$ cat src/sv/rosb_queue.sv
// ----------------------------------------------------------------------------
// rosb_queue: two entry item queue
// Decouples the front end from the slab back end.
// ----------------------------------------------------------------------------
module rosb_queue #(
	parameter int WIDTH = 8
) (
	input  logic             clk,
	input  logic             arst_n,
	input  logic             push,
	input  logic [WIDTH-1:0] push_data,
	input  logic             pop,
	output logic             not_empty,
	output logic             full,
	output logic [WIDTH-1:0] pop_data
);

	logic [WIDTH-1:0] mem_q [2];
	logic             wr_ptr_q, rd_ptr_q;
	logic [1:0]       count_q;
	logic             do_push, do_pop;

	assign not_empty = count_q != 2'd0;
	assign full      = count_q == 2'd2;
	assign do_push   = push && !full;
	assign do_pop    = pop && not_empty;
	assign pop_data  = mem_q[rd_ptr_q];

	// store pushed item
	always_ff @(posedge clk) begin
		if (do_push) begin
			mem_q[wr_ptr_q] <= push_data;
		end
	end

	// advance pointers and count
	always_ff @(posedge clk or negedge arst_n) begin
		if (!arst_n) begin
			wr_ptr_q <= 1'b0;
			rd_ptr_q <= 1'b0;
			count_q  <= 2'd0;
		end else begin
			if (do_push) begin
				wr_ptr_q <= ~wr_ptr_q;
			end
			if (do_pop) begin
				rd_ptr_q <= ~rd_ptr_q;
			end
			count_q <= count_q + 2'(do_push) - 2'(do_pop);
		end
	end

endmodule

$ cat config.mk
export PLATFORM = sky130hd
export DESIGN_NAME = rosb_queue
export DESIGN_NICKNAME = d
export VERILOG_FILES = /design/src/sv/rosb_queue.sv
export SDC_FILE = /design/constraint.sdc
export NUM_CORES = 1
export LEC_CHECK = 0
export ABC_AREA = 1
export BUFFER_PORTS_ARGS = -buffer_cell sky130_fd_sc_hd__buf_2
export CORE_MARGIN = 2
export CORE_UTILIZATION = 53
export DETAILED_ROUTE_END_ITERATION = 8
export PLACE_DENSITY = 0.91
export SLEW_MARGIN = 20
export SYNTH_ARGS = -nofsm -noshare
export SYNTH_HDL_FRONTEND = slang
export SYNTH_SLANG_ARGS = --single-unit
$ cat constraint.sdc
create_clock -name clk -period 3.2 [get_ports clk]
set_input_delay 0.64 -clock clk [delete_from_list [all_inputs] [get_ports clk]]
set_output_delay 0.64 -clock clk [all_outputs]
set_load 0.05 [all_outputs]
==> flow_summary.json <==
{
  "status": "finished clean",
  "seq_area_frac_synth_pct": 70.6,
  "crit_slowest_cell": "dfrtp_1",
  "drt_pass1_iterations": 4,
  "cts_tree": "built",
  "viasPerCell": 4.88,
  "numCtsBuffers": 3,
  "htreeDepth": 1,
  "antenna_cells": 0,
  "seq_power_share_pct": 39.2,
  "grt_setup_unrepaired": "false",
  "ys_warn_count": 0,
  "r2r_cells": 3,
  "antenna_found_initial": 0,
  "synth_area_sq_um": 822,
  "port_buffers": 21,
  "avgSynthCellArea_sq_um": 11.1,
  "cts_root_buf": "clkbuf_4",
  "utilization_pct": 65.4,
  "dpl.hpwl_microns": 977,
  "clockBufferDepth": 2,
  "drv_cap": 0,
  "ys_top_cells_by_area": "edfxtp_1 (58%), nand2_1 (16%), dfrtp_1 (12%)",
  "fin_ws_ps": 1230,
  "power.density_nw_per_um2": 1070,
  "initial_core_util_pct": 55.9,
  "final-setup-viol-count": 0,
  "ys_ff_latch": 20,
  "multiInputGateArea_sq_um": 188,
  "layout.nets": 113,
  "seqCellArea_sq_um": 581,
  "ir_drop_uv": 753,
  "synth_top_area_share_pct": 58.4,
  "cts.sinks": 20,
  "dpl_cell_area_sq_um": 936,
  "cts_hold_buf": 0,
  "clk_latency_ps": 300,
  "slew_headroom_pct": 53.8,
  "layout_min_cycle_time_ps": 1970,
  "power_switching_mw": 0.507,
  "num_io_pins": 22,
  "pre_cts_ws_ps": 1480,
  "criticalPathCategory": "reg -> out",
  "rows": 14,
  "fin_cells": 114,
  "dp.cells": 110,
  "reg2reg_to": "mem_q[1][3]$_DFFE_PP_",
  "fillers": 116,
  "worstPathRequired_ps": 2560,
  "rrSetupSlack_ps": 1680,
  "grt_pass1_wl_microns": 2030,
  "die_w_microns": 43.4,
  "hold_viol_final": 0,
  "fp.coreArea_sq_um": 1470,
  "combPwrFrac_pct": 49.6,
  "synth_cell_types": 10,
  "synthCells": 74,
  "clock_power_share_pct": 11.2,
  "drc": 0,
  "crit_path_end_kind": "output pin",
  "skew_ps": 4.29,
  "p_int_mw": 0.522,
  "fmaxAchievable_mhz": 507,
  "reg2reg_from": "count_q[1]$_DFF_PN0_",
  "worstMarginPinSlew_ps": 690,
  "synth_edf_count": 16,
  "synth-async-reset-ratio_pct": 20.0,
  "startpoint_type": "register",
  "routed_wl_microns": 1290,
  "grt_max_degree": 12,
  "globalRouteOverflowTotal": 0,
  "netlist_top_cells_count": "nand2_1 (35), edfxtp_1 (16), inv_1 (9), dfrtp_1 (4), nand3_1 (3)",
  "slew_violations": 0,
  "die_h_microns": 43.4,
  "min_period_over_period_pct": 61.7,
  "setup_tns_ps": 0,
  "clkTransAtPathRegs_ps": 100,
  "gp_congestion": 0.763,
  "ant_nets": 0,
  "cpPeakStageDelay_ps": 560,
  "routedWlPerCell_microns": 11.3,
  "synth-main-ff-cell": "edfxtp_1",
  "synth_fp_nets": 88,
  "vias": 556,
  "synth.most_common_cell": "nand2_1",
  "crit_top_cell": "nand2_1",
  "path_max_fanout": 10,
  "drive_gt1_share_pct": 27.6,
  "syn2layout_area_growth_pct": 17.0,
  "p_leak_nw": 0.482,
  "cts_setup_buffers": 0,
  "crit_path_cell_trace": "clkinv_4, nand2_1, nand2_1, buf_2",
  "arrival_ps": 1330,
  "yosys.area.top_type": "edfxtp_1",
  "switching_share_pct": 49.3,
  "fin_area_sq_um": 962,
  "dieArea_sq_um": 1880,
  "detail_route.iter0.violations": 8,
  "hp-class": "in -> async",
  "grtUsageTotal_pct": 15.1,
  "ctsResizeCount": 0,
  "grt_pass1_vias": 522
}
-- cell usage in the layout, fill, tap and decap left out --
master    count
buf_2        21
clkbuf_4      3
clkinv_1      1
clkinv_4      1
dfrtp_1       4
edfxtp_1     16
ha_1          2
inv_1         9
nand2_1      35
nand2_2       2
nand3_1       3
nor2_1        1
-- logic make-up after synthesis --
family | after synthesis | synth area share (%)
buffers and inverters | 11 | 6.54
adders and majority gates | 2 | 3.04
DFF | 20 | 70.6
and+or+nand+nor | 41 | 19.8
-- power groups by stage --
stage                     combinational, mW  sequential (mW)  clock [mW]
after floorplan                       0.432            0.386           0
after global placement                0.494            0.407           0
after detailed placement              0.511            0.410           0
after CTS                             0.513            0.404       0.116
after global routing                  0.556            0.412       0.125
final                                 0.510            0.403       0.115
-- critical path, delay by kind of cell, from the launching register on --
family / cells / cell delay, ps
buf+inv: 2 / 350
simple gates: 2 / 130
flops: 1 / 560
-- layer usage --
metal | track usage [%] | routed length [microns] | part of all wire (%) | vias to the layer above
met3 | 2.50 | 55 | 4.3 | 2
li1 | - | - | - | 282
met1 | 16.3 | 485 | 38 | 259
met4 | 7.88 | 21 | 1.6 | 0
met2 | 28.1 | 724 | 56 | 13
met5 | 0 | 0 | 0 | -
-- metrics by stage --
step / power (mW) / hold slack (ps)
final: 1.03 / 125
after global routing: 1.09 / 127
after CTS: 1.03 / 130
after detailed placement: 0.921 / 450
after global placement: 0.900 / 452
after floorplan: 0.818 / 344
-- cell type report --
cell class / count / share of cell area [%]
sequential: 20 / 60.3
multi-input combinational: 43 / 19.5
timing repair buffer: 21 / 10.9
inverter: 10 / 4.42
clock buffer: 3 / 2.34
tap: 16 / 2.08
clock inverter: 1 / 0.390
-- flip-flops by register name (all words and copies together), names as in the netlist --
register / count
rd_ptr_q: 1
wr_ptr_q: 1
count_q: 2
mem_q: 16
-- how the worst max path moves through the flow --
stage                               from                    end  slack, ps  depth (start not counted)
floorplan           rd_ptr_q$_DFFE_PN0P_            pop_data[0]       1640                          4
global route        rd_ptr_q$_DFFE_PN0P_            pop_data[3]       1130                          4
CTS                 rd_ptr_q$_DFFE_PN0P_            pop_data[2]       1220                          4
detailed placement                  push  mem_q[1][3]$_DFFE_PP_       1480                          3
global placement                    push  mem_q[1][3]$_DFFE_PP_       1510                          3
finish              rd_ptr_q$_DFFE_PN0P_            pop_data[2]       1230                          4
Note: power is estimated with default switching activity, not from simulation.
