<file path="src/sv/rosb_pkg.sv">
// ----------------------------------------------------------------------------
// rosb_pkg: shared constants and types
// Default widths, configuration register indexes and the flag group passed
// from the classifying front end to the slab back end.
// ----------------------------------------------------------------------------
package rosb_pkg;

	// default field widths
	localparam int DEF_COORD_BITS = 20;
	localparam int DEF_AXIS_BITS  = 16;
	localparam int DEF_PARAM_BITS = 24;

	// fixed register and port widths
	localparam int CENTER_W   = 60;
	localparam int AXIS_REG_W = 48;
	localparam int SIZE_W     = 60;
	localparam int ATTR_W     = 32;
	localparam int MASK_W     = 32;
	localparam int CFG_DATA_W = 60;
	localparam int CFG_IDX_W  = 3;

	// configuration register indexes
	typedef enum logic [CFG_IDX_W-1:0] {
		REG_BOX_CENTER    = 3'd0,
		REG_BOX_AXIS_X    = 3'd1,
		REG_BOX_AXIS_Y    = 3'd2,
		REG_BOX_AXIS_Z    = 3'd3,
		REG_BOX_SIZE      = 3'd4,
		REG_BOX_ATTRIBUTE = 3'd5
	} cfg_reg_t;

	// classification of one item
	typedef struct packed {
		logic       mask_ok;  // query mask shares a bit with the attribute
		logic [2:0] zero;     // span has no component along this box axis
		logic [2:0] miss;     // zero span and origin outside that slab
	} slab_flags_t;

endpackage

</file>
<file path="src/sv/rosb_div.sv">
// ----------------------------------------------------------------------------
// rosb_div: pipelined slab parameter divider
// Forms floor(num * 2^(PARAM_BITS-8) / den), one quotient bit per stage,
// saturated to +-2^PARAM_BITS.
// ----------------------------------------------------------------------------
module rosb_div #(
	parameter int NUM_W      = 40,
	parameter int DEN_W      = 38,
	parameter int PARAM_BITS = 24
) (
	input  logic                         clk,
	input  logic signed [NUM_W-1:0]      num,
	input  logic signed [DEN_W-1:0]      den,
	output logic signed [PARAM_BITS+1:0] param
);

	localparam int FR   = PARAM_BITS - 8;
	localparam int DW_A = DEN_W + PARAM_BITS;
	localparam int DW_B = NUM_W + FR;
	localparam int DW   = (DW_A > DW_B) ? DW_A : DW_B;
	localparam int PW   = PARAM_BITS;

	logic [DW-1:0]    rem_s [0:PW];
	logic [DEN_W-1:0] den_s [0:PW];
	logic [PW-1:0]    quo_s [0:PW];
	logic             neg_s [0:PW];
	logic             sat_s [0:PW];

	logic [NUM_W-1:0] n_mag;
	logic [DEN_W-1:0] d_mag;
	logic signed [PW+1:0] t_sat;
	logic signed [PW+1:0] mag_ext;

	// take magnitudes and check the integer part against eight bits
	assign n_mag    = num[NUM_W-1] ? NUM_W'(-num) : NUM_W'(num);
	assign d_mag    = den[DEN_W-1] ? DEN_W'(-den) : DEN_W'(den);
	assign rem_s[0] = DW'(n_mag) << FR;
	assign den_s[0] = d_mag;
	assign quo_s[0] = '0;
	assign neg_s[0] = num[NUM_W-1] ^ den[DEN_W-1];
	assign sat_s[0] = DW'(n_mag) >= (DW'(d_mag) << 8);

	// restoring division, most significant quotient bit first
	for (genvar s = 0; s < PW; s++) begin : g_stage
		localparam int J = PW - 1 - s;
		logic [DW-1:0] trial;
		assign trial = DW'(den_s[s]) << J;
		always_ff @(posedge clk) begin
			if (rem_s[s] >= trial) begin
				rem_s[s+1] <= rem_s[s] - trial;
				quo_s[s+1] <= quo_s[s] | (PW'(1) << J);
			end else begin
				rem_s[s+1] <= rem_s[s];
				quo_s[s+1] <= quo_s[s];
			end
			den_s[s+1] <= den_s[s];
			neg_s[s+1] <= neg_s[s];
			sat_s[s+1] <= sat_s[s];
		end
	end

	// apply sign, round negatives toward minus infinity, saturate
	assign t_sat   = (PW+2)'(1) << PW;
	assign mag_ext = $signed((PW+2)'(quo_s[PW]));
	always_comb begin
		if (sat_s[PW]) begin
			param = neg_s[PW] ? -t_sat : t_sat;
		end else if (neg_s[PW]) begin
			param = -(mag_ext + $signed((PW+2)'(rem_s[PW] != '0)));
		end else begin
			param = mag_ext;
		end
	end

endmodule

</file>
<file path="src/sv/rosb_back.sv">
// ----------------------------------------------------------------------------
// rosb_back: slab intersection back end
// Divides the six slab numerators, merges the slab intervals and forms
// the hit flag and the nearest saturated parameter.
// ----------------------------------------------------------------------------
module rosb_back #(
	parameter int COORD_BITS = rosb_pkg::DEF_COORD_BITS,
	parameter int AXIS_BITS  = rosb_pkg::DEF_AXIS_BITS,
	parameter int PARAM_BITS = rosb_pkg::DEF_PARAM_BITS,
	parameter int ENTRY_W    = 8
) (
	input  logic                  clk,
	input  logic                  arst_n,
	input  logic                  in_valid,
	input  logic [ENTRY_W-1:0]    in_entry,
	output logic                  done,
	output logic                  hit,
	output logic [PARAM_BITS-1:0] hit_param
);
	import rosb_pkg::*;

	localparam int CW     = COORD_BITS;
	localparam int AW     = AXIS_BITS;
	localparam int PW     = PARAM_BITS;
	localparam int LO_W   = CW + AW + 3;
	localparam int LD_W   = CW + AW + 2;
	localparam int NUM_W  = LO_W + 1;
	localparam int FAR_OFF  = 3 * NUM_W;
	localparam int LD_OFF   = 6 * NUM_W;
	localparam int FLAG_OFF = 6 * NUM_W + 3 * LD_W;

	slab_flags_t          flags;
	logic signed [PW+1:0] t_near [3];
	logic signed [PW+1:0] t_far  [3];
	logic signed [PW+1:0] t_sat;
	logic signed [PW+1:0] tmin, tmax, lo_t, hi_t, best;

	logic       side_valid [0:PW];
	logic       side_ok    [0:PW];
	logic [2:0] side_zero  [0:PW];

	logic                 valid_s1, ok_s1;
	logic signed [PW+1:0] tmin_s1, tmax_s1;
	logic                 done_s2, hit_s2;
	logic [PW-1:0]        param_s2;

	assign flags = in_entry[FLAG_OFF +: $bits(slab_flags_t)];
	assign t_sat = (PW+2)'(1) << PW;

	// six slab dividers
	for (genvar i = 0; i < 3; i++) begin : g_axis
		rosb_div #(.NUM_W(NUM_W), .DEN_W(LD_W), .PARAM_BITS(PW)) u_div_near (
			.clk   (clk),
			.num   ($signed(in_entry[i*NUM_W +: NUM_W])),
			.den   ($signed(in_entry[LD_OFF + i*LD_W +: LD_W])),
			.param (t_near[i])
		);
		rosb_div #(.NUM_W(NUM_W), .DEN_W(LD_W), .PARAM_BITS(PW)) u_div_far (
			.clk   (clk),
			.num   ($signed(in_entry[FAR_OFF + i*NUM_W +: NUM_W])),
			.den   ($signed(in_entry[LD_OFF + i*LD_W +: LD_W])),
			.param (t_far[i])
		);
	end

	// carry flags alongside the dividers
	assign side_valid[0] = in_valid;
	assign side_ok[0]    = flags.mask_ok && (flags.miss == 3'b000);
	assign side_zero[0]  = flags.zero;
	for (genvar s = 1; s <= PW; s++) begin : g_side
		always_ff @(posedge clk or negedge arst_n) begin
			if (!arst_n) begin
				side_valid[s] <= 1'b0;
			end else begin
				side_valid[s] <= side_valid[s-1];
			end
		end
		always_ff @(posedge clk) begin
			side_ok[s]   <= side_ok[s-1];
			side_zero[s] <= side_zero[s-1];
		end
	end

	// merge slab intervals, a zero span slab places no limit
	always_comb begin
		tmin = -t_sat;
		tmax = t_sat;
		for (int i = 0; i < 3; i++) begin
			lo_t = (t_near[i] > t_far[i]) ? t_far[i] : t_near[i];
			hi_t = (t_near[i] > t_far[i]) ? t_near[i] : t_far[i];
			if (!side_zero[PW][i]) begin
				if (lo_t > tmin) begin
					tmin = lo_t;
				end
				if (hi_t < tmax) begin
					tmax = hi_t;
				end
			end
		end
	end

	always_ff @(posedge clk) begin
		ok_s1   <= side_ok[PW];
		tmin_s1 <= tmin;
		tmax_s1 <= tmax;
	end

	// pick the nearest parameter and clamp it
	always_comb begin
		best = (tmin_s1 < 0) ? tmax_s1 : tmin_s1;
		if (best > t_sat - (PW+2)'(1)) begin
			best = t_sat - (PW+2)'(1);
		end
	end

	always_ff @(posedge clk) begin
		if (ok_s1 && tmin_s1 <= tmax_s1 && tmax_s1 >= 0) begin
			hit_s2   <= 1'b1;
			param_s2 <= best[PW-1:0];
		end else begin
			hit_s2   <= 1'b0;
			param_s2 <= '0;
		end
	end

	always_ff @(posedge clk or negedge arst_n) begin
		if (!arst_n) begin
			valid_s1 <= 1'b0;
			done_s2  <= 1'b0;
		end else begin
			valid_s1 <= side_valid[PW];
			done_s2  <= valid_s1;
		end
	end

	assign done      = done_s2;
	assign hit       = hit_s2;
	assign hit_param = param_s2;

endmodule

</file>
<file path="config.mk">
export PLATFORM = sky130hd
export DESIGN_NAME = rosb_back
export DESIGN_NICKNAME = d
export VERILOG_FILES = /design/src/sv/rosb_pkg.sv /design/src/sv/rosb_div.sv /design/src/sv/rosb_back.sv
export SDC_FILE = /design/constraint.sdc
export NUM_CORES = 1
export LEC_CHECK = 0
export CORE_ASPECT_RATIO = 1.2
export CORE_MARGIN = 4
export CORE_UTILIZATION = 40
export DETAILED_ROUTE_END_ITERATION = 8
export DONT_BUFFER_PORTS = 1
export SYNTH_ARGS = -nofsm -noshare
export SYNTH_HDL_FRONTEND = slang
export SYNTH_SLANG_ARGS = --single-unit
</file>
<file path="constraint.sdc">
create_clock -name clk -period 0.8 [get_ports clk]
set_input_delay 0.08 -clock clk [delete_from_list [all_inputs] [get_ports clk]]
set_output_delay 0.08 -clock clk [all_outputs]
set_load 0.05 [all_outputs]
</file>
==> results of run 1 <==
report_power, final:
group          total [mW]  internal [mW]  leakage, nW  switching [mW]
Sequential           1.40           1.38        0.303          0.0197
Combinational       0.319         0.0262        0.108           0.293
Clock               0.860          0.506       0.0279           0.354
Yosys cell counts:
cell type / number / area (um2)
sky130_fd_sc_hd__dfrtp_1: 26 / 651
sky130_fd_sc_hd__buf_4: 25 / 188
sky130_fd_sc_hd__conb_1: 1 / 3.75
state kept, by name (all words and copies together) (netlist names):
name	cells
side_valid	24
done	1
valid_s1	1
kinds of logic (layout without fill, tap and decap cells):
logic type	after synthesis	count (layout)
flops	26	26
buf+inv	25	8
other cells	1	25
through the flow:
| stage | instance area, um2 | setup TNS, ns | utilization (%) |
|---|---|---|---|
| final | 881 | -0.163 | 46.0 |
| after CTS | 851 | -0.182 | 44.4 |
| after floorplan | 932 | 0 | - |
| after global placement | 788 | 0 | 41.2 |
| after global routing | 881 | -0.217 | 46.0 |
| after detailed placement | 788 | 0 | 41.2 |
path summary, 6_finish.rpt:
check,startpoint,end,cells past startpoint
max in group asynchronous,arst_n,side_valid[18],2
min in group clk,in_valid,side_valid[23],1
min,arst_n,side_valid[9],2
min reg2reg,side_valid[16],side_valid[15],0
max,done,done,1
max reg2reg,side_valid[15],side_valid[14],0
routing by layer:
layer,routed length [um],vias up,part of all wire (%)
met5,0,-,0
met1,352,152,43
li1,-,118,-
met3,72,0,8.8
met4,0,0,0
met2,393,13,48
final cells by class:
type                    count  share of cell area, %
clock buffers               3                   2.56
well taps                  19                   2.70
flip-flops and latches     26                   73.9
clock inverters             1                   3.41
multi-input cells          25                   10.7
repair buffers              4                   6.82
repair_timing:
action                                  in CTS  in global routing
pin swaps                                    0                  0
gates cloned                                 0                  0
endpoints found under the setup margin       1                  1
hold buffers                                 1                  2
hold endpoints to repair                    27                 26
resized for setup                            0                  0
==> results.yml, run 1 <==
power_and_ir_drop:
  fin_total_pwr_mw: 2.58
  power_per_cell_area_nw_per_um2: 2930
  power.static_leakage_nw: 0.439
  vdd.ir_drop.worst_uv: 1670
finish:
  n_antenna_cell: 0
  multi_input_comb_area_um2: 93.8
  post_route_cells_drive_above_1_share_pct: 10.2
  flow.area_growth_from_synthesis_pct: 4.61
  seq_area_um2: 651
  layout_common_cells: "sky130_fd_sc_hd__dfrtp_1, sky130_fd_sc_hd__conb_1, sky130_fd_sc_hd__clkbuf_4, sky130_fd_sc_hd__dlygate4sd3_1, sky130_fd_sc_hd__buf_12"
  num-fill-cells: 165
  nNetsFinal: 71
  mostFrequentLayoutCell: "sky130_fd_sc_hd__dfrtp_1"
  layoutNonFillerInstCount: 78
synth:
  synth_top_family_by_area: "buffers and inverters"
  synth.ff_latch_count: 26
  yosys.area_share.adder_pct: 0
  synthDistinctLibCells: 3
  ys_warn_count: 0
  synthXorXnorAreaFrac_pct: 0
  yosys.area_share.simple_pct: 0
  synth_area_per_cell_um2: 16.2
  muxShareOfSynthArea_pct: 0
  synthesis.area_um2: 842
  syn-instance-count: 52
  synth_compound_gate_area_share_pct: 0
  synth_sequential_area_ratio_pct: 77.3
detailed_routing:
  first_iter_violations: 0
  totalWireLength_um: 818
  remaining_drc_errors: 0
  vias_per_cell: 3.63
  route.detailed.wl_per_inst_um: 10.5
  via_count: 283
  route.antenna.remaining_nets: 0
  drt_first_pass_iters: 1
timing:
  clock_skew_ns: 0.00273
  setup_violations: 1
  min_period_over_period_pct: 120
  hold-worst-slack_ns: 0.174
  final-hold-violation-count: 0
  rsz0062_at_grt: "yes"
  slew_violations: 0
  final_critical_path_setup_slack_ns: -0.163
  finalWorstPathRequiredPeriod_ns: 0.963
  maximum_operating_frequency_mhz: 1040
run_status:
  violations_in_the_final_reports: "setup timing"
  run_status: "finished with violations"
global_route:
  grt_pass1_wl_um: 1210
  antenna_found_initial: 0
  grt_max_degree: 27
  grt.busiest_layer: "met2"
  m2_gr_usage_pct: 8.13
  grtUsageTotal_pct: 5.94
  globalRouteMet3Util_pct: 4.88
  gr-usage-met1_pct: 7.26
  first_global_vias: 262
  global_route.overflow_total: 0
cts:
  cts_post_setup_buffers_inserted: 0
  clkSinkCount: 26
  clock_tree.root_cell: "sky130_fd_sc_hd__clkbuf_4"
  worstSkewPairLatency_ns: 0.31
  cts.clk_slew.worst_paths_ns: 0.13
  cts-htree-levels: 1
  tritoncts: "built"
  cts_inserted_buffers: 3
  clockBufferDepth: 2
critical_path:
  r2r_setup_slack_ns: 0.29
  critical_path.endpoint_type: "output port"
  startpoint_type: "flip-flop"
  crit_family: "flip-flops"
  critical_path.slowest_cell: "sky130_fd_sc_hd__dfrtp_1"
  required_ns: 0.72
  worst-endpoint-arrival_ns: 0.88
  crit_path_max_fanout: 1
  path_cells: "buf_12"
  critical_path.max_stage_delay_ns: 0.42
  path_class: "reg -> out"
  buf_inv_on_cp: 1
floorplan:
  die_area_um2: 2910
  placement_rows: 17
  number_of_top_level_pins: 37
  floorplan.initialDensity_pct: 44.0
  die_height_um: 58.3
  core_area_um2: 1910
  die_x_um: 49.9
placement:
  placement.io_buffers: 0
  post-place-cells: 71
  dp_hpwl_um: 541
  gp_routability_congestion: 0.628
  detailedPlace.worstSlack_ns: 0.191
flow_run:
  timing.max_cap.violations: 0
worst_hold_path:
  worst_hold_path_type: "in -> async"
(Power assumes the default switching activity.)
==> inputs of run 2 (changes only) <==
RECOVER_POWER = 25   (was not set)
==> run 2 against run 1 <==
Cell count stayed put. Total power is 0.43% lower. Sequential share of layout area is 1.3 points higher. Worst setup slack hardly changed. Global-route usage stayed put. Critical endpoint unchanged. Highest routed layer unchanged. Largest cell class unchanged. The run still ends with setup timing left. First-iteration DRC count stayed put. Combinational power is 3% lower.
==> results.yml, run 2 (synthesized netlist as in run 1, its figures left out) <==
floorplan:
  die_height_um: 58.3
  placement_rows: 17
  core_area_um2: 1910
  die_area_um2: 2910
  number_of_top_level_pins: 37
  die_x_um: 49.9
  floorplan.initialDensity_pct: 44.0
critical_path:
  buf_inv_on_cp: 1
  critical_path.endpoint_type: "output port"
  path_cells: "buf_12"
  path_class: "reg -> out"
  crit_family: "flip-flops"
  critical_path.slowest_cell: "sky130_fd_sc_hd__dfrtp_1"
  required_ns: 0.72
  critical_path.max_stage_delay_ns: 0.42
  worst-endpoint-arrival_ns: 0.88
  r2r_setup_slack_ns: 0.29
  crit_path_max_fanout: 1
  startpoint_type: "flip-flop"
cts:
  clkSinkCount: 26
  clock_tree.root_cell: "sky130_fd_sc_hd__clkbuf_4"
  worstSkewPairLatency_ns: 0.31
  cts_inserted_buffers: 3
  tritoncts: "built"
  clockBufferDepth: 2
  postCtsResizedCells: 0
  cts-htree-levels: 1
  cts.clk_slew.worst_paths_ns: 0.12
power_and_ir_drop:
  sw_frac_of_total_pct: 25.8
  pwr-share-clk_pct: 33.5
  power.static_leakage_nw: 0.434
  vdd.ir_drop.worst_uv: 1670
  p_sw_mw: 0.663
  internal_power_mw: 1.90
  seqPwrFrac_pct: 54.5
  p_comb_share_pct: 12.0
  power_per_cell_area_nw_per_um2: 2960
timing:
  final-hold-violation-count: 0
  final_critical_path_setup_slack_ns: -0.163
  max_slew.worst_pin.slew_ns: 0.580
  setup_violations: 1
  timing.setup.tns_ns: -0.163
  clock_skew_ns: 0.00283
  rsz0062_at_grt: "yes"
  min_period_over_period_pct: 120
  max_slew_headroom_pct: 61.4
  maximum_operating_frequency_mhz: 1040
  slew_violations: 0
  finalWorstPathRequiredPeriod_ns: 0.963
finish:
  nNetsFinal: 71
  largest_register: "side_valid"
  flip_flop_count_of_the_largest_register_all_copies_and_words_added: 24
  layout_common_cells: "sky130_fd_sc_hd__dfrtp_1, sky130_fd_sc_hd__conb_1, sky130_fd_sc_hd__clkbuf_4, sky130_fd_sc_hd__dlygate4sd3_1"
  mostFrequentLayoutCell: "sky130_fd_sc_hd__dfrtp_1"
  post_route_cells_drive_above_1_share_pct: 10.2
  finish.utilization_pct: 45.2
  n_antenna_cell: 0
  flow.area_growth_from_synthesis_pct: 2.82
  layoutNonFillerInstCount: 78
detailed_routing:
  route.antenna.remaining_nets: 0
  remaining_drc_errors: 0
  via_count: 283
  route.detailed.wl_per_inst_um: 10.4
  first_iter_violations: 0
  totalWireLength_um: 812
  vias_per_cell: 3.63
  drt_first_pass_iters: 1
run_status:
  run_status: "finished with violations"
  violations_in_the_final_reports: "setup timing"
flow_run:
  timing.max_cap.violations: 0
global_route:
  grt_max_degree: 27
  first_global_vias: 262
  grt_pass1_wl_um: 1210
  global_route.overflow_total: 0
  antenna_found_initial: 0
  grtUsageTotal_pct: 5.94
placement:
  gp_routability_congestion: 0.628
  post-place-cells: 71
  placement.io_buffers: 0
  dp_hpwl_um: 541
worst_hold_path:
  worst_hold_path_type: "in -> async"
-- run 2: changes by cell type in the layout (fill, tap and decap cells not counted) --
| cell | before | now |
|---|---|---|
| sky130_fd_sc_hd__buf_12 | 2 | 1 |
| sky130_fd_sc_hd__clkbuf_2 | 0 | 1 |
-- run 2: what timing repair did --
action	in CTS	in global routing
hold buffers	1	2
gates cloned	0	0
endpoints found under the hold margin	27	26
setup endpoints to repair	1	1
setup buffers	0	0
-- run 2: stage by stage --
stage	cell area (um2)	setup WS (ns)	power [mW]	hold slack [ns]
floorplan	932	0.134	1.77	-0.216
global placement	788	0.189	1.70	-0.215
detailed placement	788	0.191	1.70	-0.215
CTS	851	-0.182	2.57	-0.578
global route	866	-0.217	2.68	0.305
finish	866	-0.163	2.57	0.285
-- run 2: final timing paths --
check | start | endpoint | cells past startpoint
hold / removal | arst_n | side_valid[8] | 2
hold reg to reg | side_valid[16] | side_valid[15] | 0
setup reg to reg | side_valid[15] | side_valid[14] | 0
setup / recovery | done | done | 1
min in group clk | in_valid | side_valid[23] | 1
max in group asynchronous | arst_n | side_valid[15] | 2
-- run 2: power by group through the flow --
stage,clock [mW],combinational [mW],sequential [mW]
global placement,0,0.273,1.42
global route,0.954,0.322,1.41
CTS,0.896,0.277,1.40
floorplan,0,0.350,1.43
detailed placement,0,0.273,1.42
finish,0.859,0.309,1.40
-- run 2: metal layers --
layer | track usage (%) | vias up | share of wire, %
li1 | - | 119 | -
met1 | 7.26 | 151 | 43
met2 | 8.13 | 13 | 48
met3 | 4.88 | 0 | 8.9
met4 | 1.19 | 0 | 0
met5 | 0 | - | 0
-- run 2: area by class of cell --
class | count | area, um2
timing repair buffer | 4 | 45.0
multi-input combinational | 25 | 93.8
clock inverter | 1 | 30.0
clock buffer | 3 | 22.5
sequential | 26 | 651
tap | 19 | 23.8
fill | 167 | 1050
