`src/sv/rosb_pkg.sv`:
```
// ----------------------------------------------------------------------------
// rosb_pkg: shared constants and types
// Default widths, configuration register indexes and the flag group passed
// from the classifying front end to the slab back end.
// ----------------------------------------------------------------------------
package rosb_pkg;

	// default field widths
	localparam int DEF_COORD_BITS = 20;
	localparam int DEF_AXIS_BITS  = 16;
	localparam int DEF_PARAM_BITS = 24;

	// fixed register and port widths
	localparam int CENTER_W   = 60;
	localparam int AXIS_REG_W = 48;
	localparam int SIZE_W     = 60;
	localparam int ATTR_W     = 32;
	localparam int MASK_W     = 32;
	localparam int CFG_DATA_W = 60;
	localparam int CFG_IDX_W  = 3;

	// configuration register indexes
	typedef enum logic [CFG_IDX_W-1:0] {
		REG_BOX_CENTER    = 3'd0,
		REG_BOX_AXIS_X    = 3'd1,
		REG_BOX_AXIS_Y    = 3'd2,
		REG_BOX_AXIS_Z    = 3'd3,
		REG_BOX_SIZE      = 3'd4,
		REG_BOX_ATTRIBUTE = 3'd5
	} cfg_reg_t;

	// classification of one item
	typedef struct packed {
		logic       mask_ok;  // query mask shares a bit with the attribute
		logic [2:0] zero;     // span has no component along this box axis
		logic [2:0] miss;     // zero span and origin outside that slab
	} slab_flags_t;

endpackage

```
`src/sv/rosb_front.sv`:
```
// ----------------------------------------------------------------------------
// rosb_front: ray classification and box frame transform
// Checks the query mask, moves the ray into the box frame by dot products
// with the axes and forms the slab numerators and zero span flags.
// ----------------------------------------------------------------------------
module rosb_front #(
	parameter int COORD_BITS = rosb_pkg::DEF_COORD_BITS,
	parameter int AXIS_BITS  = rosb_pkg::DEF_AXIS_BITS,
	parameter int ENTRY_W    = 8
) (
	input  logic                               clk,
	input  logic                               arst_n,
	input  logic                               in_valid,
	input  logic signed [COORD_BITS-1:0]       ray_origin_x,
	input  logic signed [COORD_BITS-1:0]       ray_origin_y,
	input  logic signed [COORD_BITS-1:0]       ray_origin_z,
	input  logic signed [COORD_BITS-1:0]       ray_span_x,
	input  logic signed [COORD_BITS-1:0]       ray_span_y,
	input  logic signed [COORD_BITS-1:0]       ray_span_z,
	input  logic [rosb_pkg::MASK_W-1:0]        query_mask,
	input  logic [rosb_pkg::CENTER_W-1:0]      box_center,
	input  logic [rosb_pkg::AXIS_REG_W-1:0]    box_axis_x,
	input  logic [rosb_pkg::AXIS_REG_W-1:0]    box_axis_y,
	input  logic [rosb_pkg::AXIS_REG_W-1:0]    box_axis_z,
	input  logic [rosb_pkg::SIZE_W-1:0]        box_size,
	input  logic [rosb_pkg::ATTR_W-1:0]        box_attribute,
	output logic                               out_valid,
	output logic [ENTRY_W-1:0]                 out_entry
);
	import rosb_pkg::*;

	localparam int CW     = COORD_BITS;
	localparam int AW     = AXIS_BITS;
	localparam int REL_W  = CW + 1;
	localparam int PROD_W = REL_W + AW;
	localparam int SPR_W  = CW + AW;
	localparam int LO_W   = PROD_W + 2;
	localparam int LD_W   = SPR_W + 2;
	localparam int HALF_W = CW + AW - 3;
	localparam int NUM_W  = LO_W + 1;
	localparam int FAR_OFF  = 3 * NUM_W;
	localparam int LD_OFF   = 6 * NUM_W;
	localparam int FLAG_OFF = 6 * NUM_W + 3 * LD_W;

	logic [3*CW-1:0] center_ext;
	logic [3*CW-1:0] size_ext;
	logic [3*AW-1:0] axis_ext [3];
	logic signed [CW-1:0] origin [3];
	logic signed [CW-1:0] span   [3];
	logic signed [AW-1:0] ax     [3][3];
	logic [HALF_W-1:0]    half   [3];

	logic                    valid_s1, valid_s2, valid_s3;
	logic                    mask_ok_s1, mask_ok_s2, mask_ok_s3;
	logic signed [REL_W-1:0] rel_s1  [3];
	logic signed [CW-1:0]    span_s1 [3];
	logic signed [PROD_W-1:0] plo_s2 [3][3];
	logic signed [SPR_W-1:0]  pld_s2 [3][3];
	logic signed [LO_W-1:0]   lo_s3  [3];
	logic signed [LD_W-1:0]   ld_s3  [3];

	logic signed [NUM_W-1:0] nnear [3];
	logic signed [NUM_W-1:0] nfar  [3];
	slab_flags_t             flags;

	// unpack configuration fields, missing high bits read as zero
	assign center_ext  = (3*CW)'(box_center);
	assign size_ext    = (3*CW)'(box_size);
	assign axis_ext[0] = (3*AW)'(box_axis_x);
	assign axis_ext[1] = (3*AW)'(box_axis_y);
	assign axis_ext[2] = (3*AW)'(box_axis_z);
	assign origin[0]   = ray_origin_x;
	assign origin[1]   = ray_origin_y;
	assign origin[2]   = ray_origin_z;
	assign span[0]     = ray_span_x;
	assign span[1]     = ray_span_y;
	assign span[2]     = ray_span_z;

	always_comb begin
		for (int i = 0; i < 3; i++) begin
			half[i] = {size_ext[i*CW +: CW], {(AW-3){1'b0}}};
			for (int k = 0; k < 3; k++) begin
				ax[i][k] = $signed(axis_ext[i][k*AW +: AW]);
			end
		end
	end

	// hold item valid through the front stages
	always_ff @(posedge clk or negedge arst_n) begin
		if (!arst_n) begin
			valid_s1 <= 1'b0;
			valid_s2 <= 1'b0;
			valid_s3 <= 1'b0;
		end else begin
			valid_s1 <= in_valid;
			valid_s2 <= valid_s1;
			valid_s3 <= valid_s2;
		end
	end

	// stage 1: origin relative to the centre, mask match
	always_ff @(posedge clk) begin
		mask_ok_s1 <= (box_attribute & query_mask) != '0;
		for (int k = 0; k < 3; k++) begin
			rel_s1[k]  <= REL_W'(origin[k]) - REL_W'($signed(center_ext[k*CW +: CW]));
			span_s1[k] <= span[k];
		end
	end

	// stage 2: products with the axes
	always_ff @(posedge clk) begin
		mask_ok_s2 <= mask_ok_s1;
		for (int i = 0; i < 3; i++) begin
			for (int k = 0; k < 3; k++) begin
				plo_s2[i][k] <= rel_s1[k] * ax[i][k];
				pld_s2[i][k] <= span_s1[k] * ax[i][k];
			end
		end
	end

	// stage 3: sum into local coordinates
	always_ff @(posedge clk) begin
		mask_ok_s3 <= mask_ok_s2;
		for (int i = 0; i < 3; i++) begin
			lo_s3[i] <= LO_W'(plo_s2[i][0]) + LO_W'(plo_s2[i][1]) + LO_W'(plo_s2[i][2]);
			ld_s3[i] <= LD_W'(pld_s2[i][0]) + LD_W'(pld_s2[i][1]) + LD_W'(pld_s2[i][2]);
		end
	end

	// slab numerators and zero span classification
	always_comb begin
		flags.mask_ok = mask_ok_s3;
		out_entry     = '0;
		for (int i = 0; i < 3; i++) begin
			nnear[i] = -$signed(NUM_W'(half[i])) - NUM_W'(lo_s3[i]);
			nfar[i]  = $signed(NUM_W'(half[i])) - NUM_W'(lo_s3[i]);
			flags.zero[i] = ld_s3[i] == '0;
			flags.miss[i] = flags.zero[i] && (nnear[i] > 0 || nfar[i] < 0);
			out_entry[i*NUM_W +: NUM_W]           = nnear[i];
			out_entry[FAR_OFF + i*NUM_W +: NUM_W] = nfar[i];
			out_entry[LD_OFF + i*LD_W +: LD_W]    = ld_s3[i];
		end
		out_entry[FLAG_OFF +: $bits(slab_flags_t)] = flags;
	end

	assign out_valid = valid_s3;

endmodule

```
`config.mk`:
```
export PLATFORM = sky130hd
export DESIGN_NAME = rosb_front
export DESIGN_NICKNAME = d
export VERILOG_FILES = /design/src/sv/rosb_pkg.sv /design/src/sv/rosb_front.sv
export SDC_FILE = /design/constraint.sdc
export NUM_CORES = 1
export LEC_CHECK = 0
export CORE_AREA = 3 3 180 182
export DETAILED_ROUTE_END_ITERATION = 16
export DIE_AREA = 0 0 183 185
export DONT_BUFFER_PORTS = 1
export SYNTH_ARGS = -nofsm -noshare
export SYNTH_HDL_FRONTEND = slang
export SYNTH_SLANG_ARGS = --single-unit
```
`constraint.sdc`:
```
create_clock -name clk -period 8.4 [get_ports clk]
set_clock_uncertainty 0.05 [all_clocks]
set_input_delay 1.26 -clock clk [delete_from_list [all_inputs] [get_ports clk]]
set_output_delay 1.26 -clock clk [all_outputs]
set_load 0.005 [all_outputs]
```
==> metrics.md, run 1 <==
| Metric | Value |
|---|---|
| Crit Path Class | `in -> reg` |
| TritonCTS buffer count | `9` |
| Mux share of post-synthesis cell area | `0%` |
| Pleak | `2.94 nW` |
| Final ANT Viol Nets | `0` |
| CTS Root Cell | `clkbuf_16` |
| IO Port Bufs | `0` |
| Final count of hold timing violations | `0` |
| Tmin final | `~4.4 ns` |
| Area Overhead vs Synth | `15.7%` |
| Largest net degree at the start of global routing | `13` |
| Initial DRC Count | `72` |
| Vias per Instance | `3.56` |
| DP Wirelength | `9380 um` |
| YS warnings | `0` |
| Setup crit end kind | `flop` |
| Post-Synth Simple-Gate Area | `between 10% and 20%` |
| WL final | `10600 um` |
| Final period utilization | `51.9%` |
| I/O pin cnt | `460` |
| Max VDD drop | `0.123 mV` |
| Count leader, synth | `ha_1` |
| Drt wl/cell | `between 10 and 15 um` |
| EDFF count, synth | `0` |
| Crit-path max FO | `5` |
| Top-area cell type share of the netlist area | `24.2%` |
| Drt pass-1 iters | `4` |
| Commonest cells post-synth | `ha_1 (103), xnor2_1 (71), inv_1 (65)` |
| DIE AREA | `0.0339 mm^2` |
| Main flop type after synthesis | `dfxtp_1` |
| CTS H-tree depth | `3` |
| CTS tree | `done` |
| Post-Synth Adder-Cell Area | `about two fifths` |
| Clk_lat worst skew | `0.34 ns` |
| Fraction of layout cells with a size suffix above 1 | `4.35%` |
| Most used cell, CP | `ha_1` |
| R2R setup slack | `4.59 ns` |
| Tot GR Track Use | `6.66%` |
| Initial Util | `17.3%` |
| Die width | `183 um` |
| Min-delay src | `valid_s1` |
| Synth top area cells | `ha_1 (24%), dfxtp_1 (21%), fa_1 (15%)` |
| # diodes | `0` |
| Crit-path cells | `and2_1 > fa_1 > ha_1 > ha_1 > fa_1 > ha_1 > fa_1 > ha_1 > a21oi_1 > xnor2_2 > xnor2_1` |
| Arr. time, crit path | `4.56 ns` |
| Clock Pin Slew Worst Setup and Hold Paths | `roughly 0.05 ns` |
| Cells after synthesis | `537` |
| Residual DRC | `0` |
| R2r endpoint | `plo_s2[0][44]` |
| Worst EP required | `8.59 ns` |
| Power per Cell Area | `326 mW/mm^2` |
| Vias in the first global route | `3599` |
| Combinational family with the most area after synthesis | `adder cells` |
| Core Region | `0.0307 mm^2` |
| Startpoint types | `primary input` |
| Initial antenna violation count | `3` |
| Die height | `185 um` |
| Gpl congestion | `0.804` |
| Max-cap violation count | `0` |
| Critical path startpoint | `box_axis_x[19]` |
| Async set-reset flop share out of synthesis | `slightly above 5%` |
| Clk sink count | `59` |
| Via Count | `3371` |
| Post-CTS sizing | `0` |
| CP max stage cell | `fa_1` |
| Netlist cell types | `29` |
| Relative slew slack | `76.2%` |
| Max clock buf depth | `2` |
| Synth Register Bits | `59` |
| Dpl cells | `932` |
| Sequential area share after synthesis | `22.4%` |
| Syn_area_per_cell | `9.93 um^2` |
| CP peak stage delay | `0.49 ns` |
| # hold bufs at CTS | `0` |
| Synthesized area | `between 0.005 and 0.006 mm^2` |
| Setup TNS | `0 ns` |
| Path depth of the worst reg2reg path | `11` |
| # Post-CTS Setup Buffers | `0` |
| Run status | `completed` |
| Grt total ovfl | `0` |
| Site row count | `64` |
| Post-Synth XOR/XNOR Area | `14.6%` |
| Worst slew pin tran | `0.354 ns` |
| Post-Layout Cell Count | `approximately 950` |
| Reg2reg start | `rel_s1[0][23]` |
| Critical Path End | `plo_s2[0][44]` |
| Yosys top cell by area | `ha_1` |
| RSZ-0062 raised after global routing | `no` |
| Synthesized Nets | `1132` |
| Fin. max-slew vios | `0` |
| Fin nets | `1142` |
| Max Freq | `0.229 GHz` |
| First-pass GRT wire length | `17400 um` |
| Setup violators final | `0` |
| Compound-cell area share of the yosys netlist | `5.00%` |
| HP Class | `reg -> reg` |
[per-stage QoR]
stage | area, um^2 | hold WS (ns) | utilization (%) | power [W] | setup WS [ns]
after floorplan | 5330 | 0.281 | - | 0.00136 | 3.88
after CTS | 6170 | 0.297 | 20.1 | 0.00208 | 4.00
after global placement | 5820 | 0.282 | 18.9 | 0.00162 | 3.68
after detailed placement | 5820 | 0.285 | 18.9 | 0.00163 | 3.65
final | 6170 | 0.296 | 20.1 | 0.00201 | 4.04
after global routing | 6170 | 0.301 | 20.1 | 0.00225 | 3.90
[where the power goes]
part | total [W] | internal (W) | switching, W
Clock | 0.000429 | 0.000291 | 0.000138
Combinational | 0.00112 | 0.000558 | 0.000559
Sequential | 0.000462 | 0.000393 | 0.0000690
Total | 0.00201 | 0.00124 | 0.000766
[cell type report]
type | count | area (um^2)
tap | 396 | 495
fill | 3386 | 24600
sequential | 59 | 1200
clock inverter | 7 | 123
inverter | 65 | 244
clock buffer | 9 | 225
multi-input combinational | 412 | 3880
[metal layers]
| layer | wire [um] | GRT usage (%) | share of wire [%] | up-vias |
|---|---|---|---|---|
| met3 | 678 | 2.81 | 6.4 | 18 |
| met1 | 4670 | 7.66 | 44 | 1545 |
| li1 | - | - | - | 1741 |
| met2 | 4960 | 11.0 | 47 | 61 |
| met4 | 242 | 2.56 | 2.3 | 6 |
| met5 | 24 | 0 | 0.23 | - |
[registers in the layout, summed over array words and instances (netlist names)]
name       flops
lo_s3          8
plo_s2        24
out_valid      1
valid_s1       1
valid_s2       1
rel_s1        24
[worst max-delay path, delay by kind of cell]
family	cells	cell delay, ns
AOI/OAI and AO/OA	1	0.22
xor gates and xnor gates	2	0.30
and+or+nand+nor	1	0.15
adders and majority gates	7	2.61
[cells by family (layout without fill, tap and decap cells)]
kind of cell               Yosys count  in the layout
and+or+nand+nor                    137            137
buffers and inverters               66             81
xor gates and xnor gates            88             88
adders and majority gates          144            144
AOI/OAI and AO/OA                   43             43
DFF                                 59             59
[cells in the final DEF (no fill, tap or decap), types with 4 or more instances in the layout]
cell / count
ha_1: 103
xnor2_1: 71
inv_1: 65
and2_1: 60
dfxtp_1: 56
nand2_1: 48
fa_1: 41
a21oi_1: 17
xor2_1: 16
a21o_1: 13
clkbuf_16: 9
nor3_1: 5
nor2b_1: 4
o21ai_1: 4
nand2b_1: 4
o21ai_0: 4
[worst min path at each step]
stage / endpoint / slack, ns / depth (start not counted)
global route: valid_s2 / 0.30 / 0
floorplan: out_valid / 0.28 / 0
finish: valid_s2 / 0.30 / 0
global placement: out_valid / 0.28 / 0
detailed placement: valid_s2 / 0.28 / 0
CTS: valid_s2 / 0.30 / 0
(Power assumes the default switching activity.)
==> inputs of run 2 (changes only) <==
- ABC_AREA: not set -> 1
- CORE_AREA: 3 3 180 182 -> 3 3 179 181
- DIE_AREA: 0 0 183 185 -> 0 0 182 184
- clock period: 8.4 -> 4.1 ns (I/O delays scaled with it)
==> run 2 against run 1 <==
  * Global-route usage rose by 0.69 points
  * Critical path depth rose by 6
  * Synthesized area rose by 11%
  * Sequential cell count did not move
  * Non-clock buffer count rose by 15
  * Clock-buffer cell count rose by 1
  * Sequential power rose by 100%
==> metrics.md, run 2 <==
| Metric | Value |
|---|---|
| Run status | `completed (unchanged)` |
| RSZ-0062 raised after global routing | `no (unchanged)` |
| Top Registers | `plo_s2 (24), rel_s1 (24), lo_s3 (8) (unchanged)` |
| WL final | `12000 um (was 10600 um)` |
| Grt total ovfl | `0 (unchanged)` |
| YS warnings | `0 (unchanged)` |
| Clock Pin Slew Worst Setup and Hold Paths | `0.06 ns (was 0.05 ns)` |
| Count leader, synth | `nand2_1 (was ha_1)` |
| Setup crit end kind | `flop (unchanged)` |
| Setup violators final | `0 (unchanged)` |
| Area Overhead vs Synth | `16.2% (was 15.7%)` |
| CP max stage cell | `fa_1 (unchanged)` |
| Relative slew slack | `76.8% (was 76.2%)` |
| Tot GR Track Use | `7.35% (was 6.66%)` |
| Initial antenna violation count | `0 (was 3)` |
| Fraction of layout cells with a size suffix above 1 | `5.66% (was 4.35%)` |
| Final period utilization | `95.6%` |
| Main flop type after synthesis | `dfxtp_1 (unchanged)` |
| Drt pass-1 iters | `4 (unchanged)` |
| CTS H-tree depth | `3 (unchanged)` |
| DIE AREA | `0.0335 mm^2 (was 0.0339 mm^2)` |
| Power per Cell Area | `634 mW/mm^2 (was 326 mW/mm^2)` |
| Crit-path max FO | `4 (was 5)` |
| # diodes | `0 (unchanged)` |
| Arr. time, crit path | `4.10 ns (was 4.56 ns)` |
| I/O pin cnt | `460 (unchanged)` |
| # Post-CTS Setup Buffers | `0 (unchanged)` |
| Initial DRC Count | `145 (was 72)` |
| Hold EP | `valid_s1 (was valid_s2)` |
| Worst EP required | `4.28 ns (was 8.59 ns)` |
| CTS Root Cell | `clkbuf_16 (unchanged)` |
| Vias per Instance | `3.77 (was 3.56)` |
| EDFF count, synth | `0 (unchanged)` |
| Clk sink count | `59 (unchanged)` |
| Max-cap violation count | `0 (unchanged)` |
| Fin nets | `1421 (was 1142)` |
| Tmin final | `~4 ns` |
| TritonCTS buffer count | `9 (unchanged)` |
| Via Count | `4627 (was 3371)` |
| Top-area cell type share of the netlist area | `21.7% (was 24.2%)` |
| HP Class | `in -> reg (was reg -> reg)` |
| Site row count | `64 (unchanged)` |
| Yosys top cell by area | `ha_1 (unchanged)` |
| Cells after synthesis | `808 (was 537)` |
| CP peak stage delay | `0.61 ns (was 0.49 ns)` |
| Reg2reg start | `rel_s1[0][2] (was rel_s1[0][23])` |
| Final WS setup | `0.179 ns (was 4.04 ns)` |
| R2R setup slack | `0.18 ns (was 4.59 ns)` |
| Pleak | `4.10 nW (was 2.94 nW)` |
| Initial Util | `19.4% (was 17.3%)` |
| Most frequent cells in the layout | `nand2_1 (256), inv_1 (183), ha_1 (100) (was ha_1 (103), xnor2_1 (71), inv_1 (65))` |
| Fin. max-slew vios | `0 (unchanged)` |
| Clk_lat worst skew | `0.34 ns (about the same)` |
| IO Port Bufs | `0 (unchanged)` |
| Crit Path Class | `reg -> reg (was in -> reg)` |
| R2r endpoint | `plo_s2[0][81] (was plo_s2[0][44])` |
| Netlist cell types | `22 (was 29)` |
| CTS tree | `done (unchanged)` |
| Commonest cells post-synth | `nand2_1 (256), inv_1 (183), ha_1 (103) (was ha_1 (103), xnor2_1 (71), inv_1 (65))` |
| Post-DP Area | `0.00649 mm^2 (was 0.00582 mm^2)` |
| Die width | `182 um (was 183 um)` |
| Max Freq | `0.255 GHz` |
| Drt wl/cell | `9.76 um (was 11.2 um)` |
| Post-Layout Cell Count | `1227 (was 948)` |
| DP Wirelength | `10500 um (was 9380 um)` |
| Residual DRC | `0 (unchanged)` |
| Synth Register Bits | `59 (unchanged)` |
| Synthesized area | `0.00594 mm^2 (was 0.00533 mm^2)` |
| Die height | `184 um (was 185 um)` |
| Syn_area_per_cell | `7.35 um^2 (was 9.93 um^2)` |
| Crit-path cells | `nand2_1 > inv_1 > fa_1 > ha_1 > ha_1 > fa_1 > ha_1 > fa_1 > ha_4 > a21oi_2 > nand2_1 > nand2_1 > nand2_1 > nand3_1 > nand2_1 > nor2_1 > nor2_1 (was and2_1 > fa_1 > ha_1 > ha_1 > fa_1 > ha_1 > fa_1 > ha_1 > a21oi_1 > xnor2_2 > xnor2_1)` |
| Most used cell, CP | `nand2_1 (was ha_1)` |
| Min-delay src | `in_valid (was valid_s1)` |
| Max clock buf depth | `2 (unchanged)` |
| Core Region | `0.0306 mm^2 (was 0.0307 mm^2)` |
| Path depth of the worst reg2reg path | `17 (was 11)` |
| Dpl cells | `1210 (was 932)` |
| Pre-CTS WS | `-0.165 ns (was 3.65 ns)` |
| Synth top area cells | `ha_1 (22%), dfxtp_1 (19%), nand2_1 (16%) (was ha_1 (24%), dfxtp_1 (21%), fa_1 (15%))` |
| Tot Pwr | `0.00437 W (was 0.00201 W)` |
| Commonest non-fill, non-tap cell in the layout | `nand2_1 (was ha_1)` |
| Largest net degree at the start of global routing | `12 (was 13)` |
| Final ANT Viol Nets | `0 (unchanged)` |
| Async set-reset flop share out of synthesis | `5.08% (unchanged)` |
| Synthesized Nets | `1403 (was 1132)` |
| Final Instance Area | `0.00690 mm^2 (was 0.00617 mm^2)` |
| Worst slew pin tran | `0.346 ns (was 0.354 ns)` |
| Final count of hold timing violations | `0 (unchanged)` |
| Startpoint types | `flop (was primary input)` |
| Max VDD drop | `0.375 mV (was 0.123 mV)` |
| Gpl congestion | `0.814 (was 0.804)` |
| Hold path depth | `0 (unchanged)` |
| First-pass GRT wire length | `20100 um (was 17400 um)` |
| Sequential area share after synthesis | `20.1% (was 22.4%)` |
| Vias in the first global route | `4429 (was 3599)` |
| Fill count | `3369 (was 3386)` |
-- run 2: cell types whose count changed in the layout (fill, tap and decap cells not counted), sizes merged, moves of 5 or more --
cell    previous run  this run
nand2             49       258
inv               67       183
and2              63         0
xnor2             72        16
nand3              1        51
nor2               3        18
buf                0        14
a21o              13         1
xor2              16        27
nor3               5        11
clkinv             0         5
-- run 2: metrics by stage --
| stage | TNS, ns | hold slack [ns] | util (%) |
|---|---|---|---|
| 2_1_floorplan | 0 | 0.269 | - |
| 3_3_place_gp | -0.420 | 0.269 | 21.2 |
| 3_5_place_dp | -0.454 | 0.269 | 21.2 |
| 4_1_cts | 0 | 0.243 | 22.4 |
| 5_1_grt | 0 | 0.241 | 22.6 |
| 6_report | 0 | 0.260 | 22.6 |
-- run 2: repair_timing --
item,CTS,global route
pin swaps,0,4
resized for setup,1,13
setup endpoints to repair,1,3
endpoints found under the hold margin,3,0
hold buffers,1,0
-- run 2: worst max path at each step --
stage | start | end | depth (start not counted)
finish | rel_s1[0][2] | plo_s2[0][81] | 17
global route | rel_s1[0][23] | plo_s2[0][44] | 20
CTS | rel_s1[0][23] | plo_s2[0][44] | 19
detailed placement | box_axis_x[35] | plo_s2[0][7] | 17
global placement | box_axis_x[19] | plo_s2[0][44] | 19
floorplan | box_axis_x[17] | plo_s2[0][44] | 20
-- run 2: kinds of logic (layout without fill, tap and decap cells) --
kind of cell | Yosys count | in the layout | share of synthesized area [%]
AO/OA/AOI/OAI | 28 | 28 | 2.40
buffers and inverters | 193 | 216 | 12.4
XOR/XNOR | 43 | 43 | 6.34
adder cells (fa/ha/maj) | 144 | 144 | 35.5
flip-flops | 59 | 59 | 20.1
AND/OR/NAND/NOR | 341 | 341 | 23.2
-- run 2: report_power, final --
| part | switching [W] | internal, W |
|---|---|---|
| clock network | 0.000276 | 0.000567 |
| registers | 0.000142 | 0.000803 |
| logic | 0.00141 | 0.00118 |
| total | 0.00182 | 0.00255 |
-- run 2: cell type report --
class,count,area [um^2],area share [%]
clock inverters,6,86.3,1.25
multi-input cells,556,4050,58.7
clock buffers,10,250,3.63
inverters,185,694,10.1
well taps,396,495,7.18
flip-flops and latches,59,1200,17.5
repair buffers,15,115,1.67
-- run 2: worst max-delay path: cells and delay by family (launching register included) --
| kind | cells | cell delay, ns |
|---|---|---|
| fa+ha+maj | 7 | 2.64 |
| compound gates | 1 | 0.17 |
| simple gates | 8 | 0.56 |
| flops | 1 | 0.34 |
| buf+inv | 1 | 0.05 |
-- run 2: per-layer routing --
layer / global-route usage, % / part of all wire (%) / vias to the layer above
met1: 9.34 / 49 / 2044
met4: 2.44 / 1.5 / 0
met3: 1.86 / 4.7 / 13
met2: 12.2 / 45 / 84
li1: - / - / 2486
met5: 0 / 0 / -
==> inputs of run 3 (changes only) <==
- CORE_AREA: 3 3 179 181 -> 2 2 177 179
- CTS_BUF_LIST: not set -> sky130_fd_sc_hd__clkbuf_4
- DIE_AREA: 0 0 182 184 -> 0 0 179 181
==> run 3 against run 2 <==
  * Sequential power is essentially flat
  * Hold slack got worse by 0.091 ns
  * Global-route usage is 0.42 points higher
  * Worst setup slack gained 0.066 ns
  * Utilization down 0.44 points
  * Clock-buffer cell count increased by 1
==> metrics.md, run 3 (same netlist as run 2, synthesis figures left out) <==
| Metric | Value |
|---|---|
| Top Registers | `plo_s2 (24), rel_s1 (24), lo_s3 (8) (unchanged)` |
| Setup TNS | `0 ns (unchanged)` |
| Worst path top cell family by delay | `adder cells (unchanged)` |
| Post-Layout Cell Count | `1225 (was 1227)` |
| Fill count | `3327 (was 3369)` |
| Sequential cell area | `0.00121 mm^2 (was 0.00120 mm^2)` |
| Relative slew slack | `75.4% (was 76.8%)` |
| CTS Root Cell | `clkbuf_4 (was clkbuf_16)` |
| Final WS setup | `0.245 ns (was 0.179 ns)` |
| Reg2reg start | `rel_s1[0][44] (was rel_s1[0][2])` |
| P_sw | `0.00181 W (was 0.00182 W)` |
| Dpl cells | `1208 (was 1210)` |
| Die width | `179 um (was 182 um)` |
| CTS H-tree depth | `3 (unchanged)` |
| Fin nets | `1419 (was 1421)` |
| Crit-path cells | `nand2_1 > inv_1 > fa_1 > ha_1 > ha_1 > fa_1 > ha_1 > fa_1 > ha_4 > a21oi_4 > nand2_1 > nand2_1 > nand2_1 > nand3_1 > nand2_2 > nor2_1 > nor2_1 (was nand2_1 > inv_1 > fa_1 > ha_1 > ha_1 > fa_1 > ha_1 > fa_1 > ha_4 > a21oi_2 > nand2_1 > nand2_1 > nand2_1 > nand3_1 > nand2_1 > nor2_1 > nor2_1)` |
| Switching Share | `45.2% (was 41.7%)` |
| Min-delay src | `in_valid (unchanged)` |
| RSZ-0062 raised after global routing | `no (unchanged)` |
| Clock Pin Slew Worst Setup and Hold Paths | `0.09 ns (was 0.06 ns)` |
| TritonCTS buffer count | `9 (unchanged)` |
| Site row count | `64 (unchanged)` |
| Max clock buf depth | `2 (unchanged)` |
| Clock power share | `10.1% (was 19.3%)` |
| Drt pass-1 iters | `4 (unchanged)` |
| Arr. time, crit path | `4.13 ns (was 4.10 ns)` |
| Crit Path Class | `reg -> reg (unchanged)` |
| Clk_lat worst skew | `0.42 ns (was 0.34 ns)` |
| HP Class | `in -> reg (unchanged)` |
| I/O pin cnt | `460 (unchanged)` |
| CP peak stage delay | `0.54 ns (was 0.61 ns)` |
| Vias per Instance | `3.75 (was 3.77)` |
| Power per Cell Area | `598 mW/mm^2 (was 634 mW/mm^2)` |
| Commonest non-fill, non-tap cell in the layout | `nand2_1 (unchanged)` |
| R2R setup slack | `0.25 ns (was 0.18 ns)` |
| Max-cap violation count | `0 (unchanged)` |
| Tmin final | `3.85 ns (was 3.92 ns)` |
| Pleak | `4.00 nW (was 4.10 nW)` |
| Drt wl/cell | `9.85 um (was 9.76 um)` |
| Max Freq | `0.259 GHz (was 0.255 GHz)` |
| Max VDD drop | `0.292 mV (was 0.375 mV)` |
| Worst slew pin tran | `0.367 ns (was 0.346 ns)` |
| DP Wirelength | `10600 um (was 10500 um)` |
| Fraction of layout cells with a size suffix above 1 | `5.43% (was 5.66%)` |
| Seq pwr share | `23.5% (was 21.6%)` |
| Most frequent cells in the layout | `nand2_1 (255), inv_1 (183), ha_1 (99) (was nand2_1 (256), inv_1 (183), ha_1 (100))` |
| Worst Path Buf+Inv | `1 (unchanged)` |
| Via Count | `4599 (was 4627)` |
| Crit-path max FO | `6 (was 4)` |
| Initial Util | `19.6% (was 19.4%)` |
| Core Region | `0.0303 mm^2 (was 0.0306 mm^2)` |
| IO Port Bufs | `0 (unchanged)` |
| Setup violators final | `0 (unchanged)` |
| Die height | `181 um (was 184 um)` |
| Worst hold slack | `0.169 ns (was 0.260 ns)` |
| Worst EP required | `4.37 ns (was 4.28 ns)` |
| Pre-CTS WS | `-0.189 ns (was -0.165 ns)` |
| Final core occ | `22.1% (was 22.6%)` |
| Comb pwr share | `66.4% (was 59.1%)` |
| # Post-CTS Setup Buffers | `0 (unchanged)` |
| Fin. max-slew vios | `0 (unchanged)` |
| Final period utilization | `94.0% (was 95.6%)` |
| Pint | `0.00220 W (was 0.00255 W)` |
| Vias in the first global route | `4402 (was 4429)` |
| Hold EP | `valid_s1 (unchanged)` |
| Area of the multi-input gates | `0.00408 mm^2 (was 0.00405 mm^2)` |
| Largest net degree at the start of global routing | `10 (was 12)` |
| Startpoint types | `flop (unchanged)` |
| R2r endpoint | `plo_s2[0][7] (was plo_s2[0][81])` |
| DIE AREA | `0.0324 mm^2 (was 0.0335 mm^2)` |
| Grt total ovfl | `0 (unchanged)` |
| CTS tree | `done (unchanged)` |
| Hold path depth | `0 (unchanged)` |
| Run status | `completed (unchanged)` |
| WL final | `12100 um (was 12000 um)` |
| Tot GR Track Use | `7.77% (was 7.35%)` |
| CP max stage cell | `fa_1 (unchanged)` |
| Clk sink count | `59 (unchanged)` |
| Residual DRC | `0 (unchanged)` |
| Setup crit end kind | `flop (unchanged)` |
| Path depth of the worst reg2reg path | `17 (unchanged)` |
| Final count of hold timing violations | `0 (unchanged)` |
| Initial DRC Count | `124 (was 145)` |
| Area Overhead vs Synth | `13.0% (was 16.2%)` |
| Gpl congestion | `0.821 (was 0.814)` |
| Most used cell, CP | `nand2_1 (unchanged)` |
| Initial antenna violation count | `1 (was 0)` |
| Final ANT Viol Nets | `0 (unchanged)` |
| First-pass GRT wire length | `19900 um (was 20100 um)` |
## run 3: cell count changes in the layout (fill, tap and decap cells not counted), sizes merged
cell      delta
clkinvlp     -1
clkbuf       +1
diode        +1
bufinv       -1
buf          -2
## run 3: worst max path at each step
stage,start,end,cells after the start
global route,rel_s1[0][44],plo_s2[0][7],17
floorplan,box_axis_x[17],plo_s2[0][44],20
global placement,box_axis_x[35],plo_s2[0][7],17
CTS,rel_s1[0][45],plo_s2[0][7],17
detailed placement,box_axis_x[19],plo_s2[0][44],19
finish,rel_s1[0][44],plo_s2[0][7],17
## run 3: cell type report
type	count	share of cell area, %
well taps	396	7.38
flip-flops and latches	59	18.1
repair buffers	13	1.49
clock buffers	11	1.23
diodes	1	0.0373
clock inverters	4	0.634
inverters	185	10.3
multi-input cells	556	60.8
## run 3: routing by layer
metal | vias up | global-route usage [%] | wire length (um) | part of all wire, %
met5 | - | 0 | 0 | 0
met4 | 0 | 2.21 | 151 | 1.3
met3 | 12 | 2.31 | 533 | 4.4
met2 | 74 | 12.9 | 5530 | 46
met1 | 2038 | 9.67 | 5850 | 48
li1 | 2475 | - | - | -
## run 3: power groups by stage
stage                     clock, W  combinational (W)  sequential (W)
after floorplan                  0            0.00190        0.000909
after global routing      0.000455            0.00314        0.000970
after CTS                 0.000432            0.00255        0.000945
after detailed placement         0            0.00252        0.000959
after global placement           0            0.00250        0.000954
final                     0.000405            0.00266        0.000945
## run 3: through the flow
stage | power, W | instance area [um^2]
3_3_place_gp | 0.00345 | 6480
2_1_floorplan | 0.00281 | 5940
4_1_cts | 0.00392 | 6620
3_5_place_dp | 0.00348 | 6480
6_report | 0.00401 | 6710
5_1_grt | 0.00456 | 6710
## run 3: repair_timing
| item | in CTS | in global routing |
|---|---|---|
| endpoints found under the setup margin | 1 | 3 |
| endpoints found under the hold margin | 3 | 0 |
| pin swaps | 0 | 7 |
| hold buffers | 1 | 0 |
| gates resized for setup | 2 | 19 |
